`config.mk`:
```
export PLATFORM = sky130hd
export DESIGN_NAME = sorted_ready_queue_core
export DESIGN_NICKNAME = d
export VERILOG_FILES = /design/src/rtl/srq_pkg.sv /design/src/rtl/sorted_ready_queue_core.sv
export SDC_FILE = /design/constraint.sdc
export NUM_CORES = 1
export LEC_CHECK = 0
export BUFFER_PORTS_ARGS = -buffer_cell sky130_fd_sc_hd__buf_2
export CORE_MARGIN = 3
export CORE_UTILIZATION = 40
export DETAILED_ROUTE_END_ITERATION = 10
export GPL_TIMING_DRIVEN = 0
export PLACE_DENSITY_LB_ADDON = 0.2
export SLEW_MARGIN = 40
export SYNTH_ARGS = -nofsm -noshare
export SYNTH_HDL_FRONTEND = slang
export SYNTH_SLANG_ARGS = --single-unit
```
`constraint.sdc`:
```
create_clock -name clk -period 5.6 [get_ports clk]
set_input_delay 0.28 -clock clk [delete_from_list [all_inputs] [get_ports clk]]
set_output_delay 0.28 -clock clk [all_outputs]
set_load 0.05 [all_outputs]
```
`src/rtl/srq_pkg.sv`:
```
// Shared types and codes for the sorted ready queue.
// No dependencies; imported by the core, its checker and the testbench.
package srq_pkg;

  typedef enum logic [1:0] {
    OP_PUSH        = 2'd0,
    OP_PUSH_SORTED = 2'd1,
    OP_POP         = 2'd2,
    OP_PEEK        = 2'd3
  } op_t;

  typedef enum logic [1:0] {
    ST_DONE  = 2'd0,
    ST_FULL  = 2'd1,
    ST_EMPTY = 2'd2,
    ST_RSVD  = 2'd3
  } status_t;

  typedef struct packed {
    logic [7:0]  task_id;
    logic [15:0] key;
  } entry_t;

  typedef enum logic [5:0] {
    S_IDLE   = 6'b000001,
    S_SCAN   = 6'b000010,
    S_SHRD   = 6'b000100,
    S_SHIFT  = 6'b001000,
    S_INS    = 6'b010000,
    S_SETTLE = 6'b100000
  } state_t;

endpackage

```
`src/rtl/sorted_ready_queue_core.sv`:
```
// Sorted ready queue core: circular entry memory plus a small sequencer.
// Depends on srq_pkg.
//
// Holds up to ENTRY_SLOTS-1 (task id, key) entries in one circular memory with
// a registered read port. Plain push, pop, peek and every rejected request
// pass through the settle state before the next input can be taken.
// A sorted push walks the queue from the head with one key compare per cycle,
// then moves the entries behind the insertion point up by one, one entry per
// cycle through the single memory port pair, then writes the new entry; when no
// queued key is larger the entry is appended at the tail after the walk.
// One result is produced per input item; the result sits in an output
// register, so the next input can be taken in the cycle the result transfers,
// and a stalled result holds off the next input.
module sorted_ready_queue_core
  import srq_pkg::*;
#(
  parameter int ENTRY_SLOTS = 16
) (
  input  logic        clk,
  input  logic        rst,
  input  logic        in_valid,
  output logic        in_ready,
  input  logic [1:0]  op,
  input  logic [7:0]  task_id,
  input  logic [15:0] task_key,
  output logic        out_valid,
  input  logic        out_ready,
  output logic [1:0]  status,
  output logic [7:0]  head_id,
  output logic [15:0] head_key,
  output logic [3:0]  fill
);

  localparam int AW = (ENTRY_SLOTS > 2) ? $clog2(ENTRY_SLOTS) : 1;
  localparam logic [AW-1:0] LAST = AW'(ENTRY_SLOTS - 1);

  function automatic logic [AW-1:0] ptr_inc(input logic [AW-1:0] p);
    ptr_inc = (p == LAST) ? '0 : p + 1'b1;
  endfunction

  function automatic logic [AW-1:0] ptr_dec(input logic [AW-1:0] p);
    ptr_dec = (p == '0) ? LAST : p - 1'b1;
  endfunction

  entry_t mem [ENTRY_SLOTS];
  entry_t rdata;

  state_t        state, state_next;
  logic [AW-1:0] head, head_next;
  logic [AW-1:0] tail, tail_next;
  logic [AW-1:0] fill_count, fill_count_next;
  logic [AW-1:0] scan_ptr, scan_ptr_next;
  logic [AW-1:0] dst, dst_next;
  logic [AW-1:0] cnt, cnt_next;
  logic [AW-1:0] ins_ptr, ins_ptr_next;
  entry_t        new_entry, new_entry_next;
  logic          out_valid_next;
  status_t       out_status, out_status_next;
  entry_t        out_entry, out_entry_next;
  logic [AW-1:0] out_fill, out_fill_next;
  logic [AW+3:0] fill_ext;

  logic          we;
  logic [AW-1:0] waddr;
  entry_t        wdata;
  logic [AW-1:0] raddr;
  logic          in_xfer, out_xfer, out_load, full;

  assign in_ready = !rst && (state == S_IDLE) && (!out_valid || out_ready);
  assign in_xfer  = in_valid && in_ready;
  assign out_xfer = out_valid && out_ready;
  assign full     = (fill_count == LAST);

  always_comb begin
    state_next      = state;
    head_next       = head;
    tail_next       = tail;
    fill_count_next = fill_count;
    scan_ptr_next   = scan_ptr;
    dst_next        = dst;
    cnt_next        = cnt;
    ins_ptr_next    = ins_ptr;
    new_entry_next  = new_entry;
    out_status_next = out_status;
    out_entry_next  = out_entry;
    out_fill_next   = out_fill;
    out_load        = 1'b0;
    we              = 1'b0;
    waddr           = tail;
    wdata           = new_entry;
    raddr           = head;

    unique case (state)
      S_IDLE: begin
        if (in_xfer) begin
          state_next      = S_SETTLE;
          out_load        = 1'b1;
          out_status_next = ST_DONE;
          out_entry_next  = '0;
          if (op == OP_PUSH || op == OP_PUSH_SORTED) begin
            if (full) begin
              out_status_next = ST_FULL;
              out_fill_next   = fill_count;
            end else if (op == OP_PUSH || fill_count == '0) begin
              we              = 1'b1;
              waddr           = tail;
              wdata           = '{task_id: task_id, key: task_key};
              tail_next       = ptr_inc(tail);
              fill_count_next = fill_count + 1'b1;
              out_fill_next   = fill_count + 1'b1;
            end else begin
              // walk from the head; rdata already holds the head entry
              out_load       = 1'b0;
              new_entry_next = '{task_id: task_id, key: task_key};
              cnt_next       = '0;
              scan_ptr_next  = head;
              state_next     = S_SCAN;
            end
          end else begin
            if (fill_count == '0) begin
              out_status_next = ST_EMPTY;
              out_fill_next   = fill_count;
            end else begin
              out_entry_next = rdata;
              out_fill_next  = fill_count;
              if (op == OP_POP) begin
                head_next       = ptr_inc(head);
                fill_count_next = fill_count - 1'b1;
                out_fill_next   = fill_count - 1'b1;
              end
            end
          end
        end
      end
      S_SCAN: begin
        raddr = ptr_inc(scan_ptr);
        if (rdata.key > new_entry.key) begin
          ins_ptr_next = scan_ptr;
          state_next   = S_SHRD;
        end else if (cnt + 1'b1 == fill_count) begin
          // no larger key found: append at the tail
          we              = 1'b1;
          waddr           = tail;
          wdata           = new_entry;
          tail_next       = ptr_inc(tail);
          fill_count_next = fill_count + 1'b1;
          out_load        = 1'b1;
          out_status_next = ST_DONE;
          out_entry_next  = '0;
          out_fill_next   = fill_count + 1'b1;
          state_next      = S_SETTLE;
        end else begin
          cnt_next      = cnt + 1'b1;
          scan_ptr_next = ptr_inc(scan_ptr);
        end
      end
      S_SHRD: begin
        raddr         = ptr_dec(tail);
        scan_ptr_next = ptr_dec(tail);
        dst_next      = tail;
        state_next    = S_SHIFT;
      end
      S_SHIFT: begin
        // move entry at scan_ptr (in rdata) up one slot, prefetch the one below
        we    = 1'b1;
        waddr = dst;
        wdata = rdata;
        raddr = ptr_dec(scan_ptr);
        if (scan_ptr == ins_ptr) begin
          state_next = S_INS;
        end else begin
          scan_ptr_next = ptr_dec(scan_ptr);
          dst_next      = scan_ptr;
        end
      end
      S_INS: begin
        we              = 1'b1;
        waddr           = ins_ptr;
        wdata           = new_entry;
        tail_next       = ptr_inc(tail);
        fill_count_next = fill_count + 1'b1;
        out_load        = 1'b1;
        out_status_next = ST_DONE;
        out_entry_next  = '0;
        out_fill_next   = fill_count + 1'b1;
        state_next      = S_SETTLE;
      end
      S_SETTLE: begin
        // refresh the head read after the last write or head move
        raddr      = head;
        state_next = S_IDLE;
      end
      default: begin
        state_next = S_IDLE;
      end
    endcase
  end

  always_comb begin
    if (out_load) begin
      out_valid_next = 1'b1;
    end else if (out_xfer) begin
      out_valid_next = 1'b0;
    end else begin
      out_valid_next = out_valid;
    end
  end

  always_ff @(posedge clk) begin
    if (we) begin
      mem[waddr] <= wdata;
    end
    rdata <= mem[raddr];
  end

  always_ff @(posedge clk) begin
    if (rst) begin
      state      <= S_IDLE;
      head       <= '0;
      tail       <= '0;
      fill_count <= '0;
      out_valid  <= 1'b0;
    end else begin
      state      <= state_next;
      head       <= head_next;
      tail       <= tail_next;
      fill_count <= fill_count_next;
      out_valid  <= out_valid_next;
    end
    scan_ptr   <= scan_ptr_next;
    dst        <= dst_next;
    cnt        <= cnt_next;
    ins_ptr    <= ins_ptr_next;
    new_entry  <= new_entry_next;
    out_status <= out_status_next;
    out_entry  <= out_entry_next;
    out_fill   <= out_fill_next;
  end

  assign fill_ext = {4'b0000, out_fill};
  assign status   = out_status;
  assign head_id  = out_entry.task_id;
  assign head_key = out_entry.key;
  assign fill     = fill_ext[3:0];

endmodule

```
==> results.cfg <==
[clocking]
cts-root-buf = clkbuf_16
clockBufferDepth = 3
hold_buffers = 25
cts_tree = yes
path_clk_slew_ps = 60
clkLatencyLatePin_ps = 600
post-cts-setup-buffers = 0
numClockSinks = 497
cts_htree_levels = 2
cts_resized = 0
cts_buffers = 52

[critical_path]
critPathMaxStageDelay_ps = 770
crit_top_cell = buf_2
crit_path_end_kind = flip-flop
cp_data_arrival_time_ps = 4450
crit_path_max_fanout = 10
required_ps = 5960
worstSetupPathType = reg2reg
cp_cell_sequence = inv_1 > ha_1 > nand4_1 > nor2_1 > nand2_1 > o2111ai_1 > nand2_1 > a2111oi_4 > buf_2 > nor3_2 > buf_2 > buf_4 > buf_2 > buf_2
crit_buf_inv = 6
cp-start-kind = flip-flop
cpLargestDelayFamily = compound AO/OA/AOI/OAI gates
critPathSlowestCell = a2111oi_4

[layout]
nFillCells = 4342
utilization_pct = 47.8
final_nets = 1703
final_cells = 2358
antenna_cells = 0
final_common_cell = edfxtp_1
final_area_um2 = 24200
layout_common_cells = edfxtp_1 (454), nand2_1 (201), mux2i_1 (145), buf_2 (138), a21oi_1 (67)
area.growth.synth_to_final_pct = 17.0
drive_gt1_share_pct = 17.1

[detailed_routing]
dr.pass1.iters = 5
drc = 0
wire_per_inst_um = 21.3
routed_wl_um = 50200
viasPerCell = 5.35
drtAntennaViolNets = 0
drt_iter0_markers = 1227
via_count = 12605

[synth]
synth_adder_area_share_pct = 1.45
synth_compound_area_share_pct = 8.81
synthMuxAreaShare_pct = 7.14
syn_nets = 1501
synth_top_family_by_area = simple AND/OR/NAND/NOR gates
synth-seq-area-share_pct = 70.2
syn-cell-area_um2 = 20700
ys.flop_type = edfxtp_1
synth-simple-area-share_pct = 9.11
synth_seq_cells = 497
synthXorXnorAreaFrac_pct = 0.636
synth_edf_count = 454
postSynthCellCount = 1447
synth_cell_types = 68
ys_warn_count = 0
synth.avg_cell_area_um2 = 14.3
async_flop_share_pct = 0

[sta]
period_share_pct = 73.1
tightest_slew_ps = 803
drv_slew = 0
finalHoldViolations = 0
setup_slack_ps = 1510
skew_ps = 17.2
setup_violations = 0
clock.fmax_ghz = 0.244
rsz0062_at_grt = no
min_period_ps = 4090
max-slew-margin-rel_pct = 46.4

[power_and_ir_drop]
ir_drop_v = 0.000246
finalPower_mw = 7.63
powerDensity_nw_per_um2 = 316
cellLeakagePower_nw = 8.24

[global_route]
overflow = 0
grt_pass1_vias = 12556
grt_pass1_wl_um = 75800
grt_max_degree = 36
antenna_found_initial = 0
grt_use_total_pct = 18.5

[die]
fp.dieH_um = 233
rows = 82
io_pins = 62
core_area_um2 = 50600
die_area_um2 = 54400
chipWidth_um = 233
start_util_pct = 40.8

[place]
io_buffers = 61
hpwl_um = 36100
place_area_um2 = 22300
gp_routability_congestion = 0.848
dp_cells = 2242
pre_cts_ws_ps = 1450

[hold_path]
hp-class = in2reg

[flow_run]
maxCapViolations = 0

[outcome]
run_status = finished clean
==> cell type report <==
cell class | count | area, µm² | share of cell area (%)
flip-flops and latches | 497 | 14500 | 60.0
multi-input cells | 831 | 5710 | 23.6
clock buffers | 67 | 1370 | 5.66
repair buffers | 148 | 953 | 3.95
well taps | 672 | 841 | 3.48
plain buffers | 85 | 424 | 1.76
clock inverters | 24 | 245 | 1.02
inverters | 34 | 128 | 0.528
==> report_power, final <==
group          switching (mW)  internal [mW]  total [mW]
clock network            1.40           1.91        3.31
registers              0.0130           4.07        4.08
logic                   0.179         0.0691       0.248
total                    1.59           6.04        7.63
==> Yosys cell counts, types with 3 or more instances <==
cell      number  area (µm²)
a211oi_1      46         345
a21o_1         8        60.1
a21oi_1       67         335
a221o_1        7        70.1
a22oi_1       28         210
a31oi_1        4        25.0
a32oi_1       47         412
and2_0        26         163
and2_1        47         294
and3_1         3        18.8
and4b_1        3        30.0
buf_1          4        15.0
buf_2         47         235
buf_4          6        45.0
buf_6          3        33.8
clkbuf_1      24        90.1
dfxtp_1       43         861
edfxtp_1     454       13600
ha_1          24         300
inv_1         30         113
inv_2          4        15.0
mux2i_1      145        1450
nand2_1      201         754
nand2b_1       4        25.0
nand3_1        9        45.0
nand4_1        6        37.5
nand4b_1       3        26.3
nor2_1        32         120
nor2_2         4        25.0
nor2b_1       10        62.6
nor3_1        25         125
o21ai_0       13        65.1
o31ai_1        7        52.6
or2_2          5        31.3
or3_1          3        18.8
xnor2_1       11        96.3
xor2_1         4        35.0
==> registers in the layout (all words and copies together), names as in the netlist <==
name and cells:
head 4, dst 4, fill_count 4, tail 4, cnt 4, status 2, head_key 16, out_valid 1
fill 4, scan_ptr 4, ins_ptr 4, new_entry 24, state 6, rdata 24, mem 384, head_id 8
==> cell families after synthesis <==
family,count (synthesis)
multiplexers,147
adder cells (fa/ha/maj),24
buffers and inverters,119
AND/OR/NAND/NOR,392
XOR/XNOR,15
AO/OA/AOI/OAI,253
flip-flops,497
==> final timing paths <==
kind	from	endpoint	slack, ps	depth (start not counted)
setup reg to reg	new_entry[15]	mem[7][8]	1510	14
hold reg to reg	scan_ptr[3]	ins_ptr[3]	450	0
setup / recovery	new_entry[15]	mem[7][8]	1510	14
hold / removal	rst	state[0]	140	4
==> worst reg2reg max path: stages, from the launching register on <==
cell and delay, ps:
edfxtp_1 340, inv_1 40, ha_1 300, nand4_1 140, nor2_1 160, nand2_1 120, o2111ai_1 510, nand2_1 230
a2111oi_4 770, buf_2 420, nor3_2 80, buf_2 190, buf_4 190, buf_2 180, buf_2 170
==> routing by layer <==
| layer | vias up | global-route usage (%) | wire (µm) |
|---|---|---|---|
| li1 | 5893 | - | - |
| met1 | 6249 | 26.1 | 22700 |
| met2 | 388 | 29.4 | 22900 |
| met3 | 75 | 3.52 | 3410 |
| met4 | 0 | 4.93 | 1180 |
| met5 | - | 0 | 0 |
==> through the flow <==
| step | setup TNS, ps | hold WS, ps |
|---|---|---|
| final | 0 | 138 |
| after global routing | 0 | 133 |
| after CTS | 0 | 89.0 |
| after detailed placement | 0 | 436 |
| after global placement | -98590 | 432 |
| after floorplan | 0 | 379 |
No activity file was read; power rests on OpenSTA's default activity.
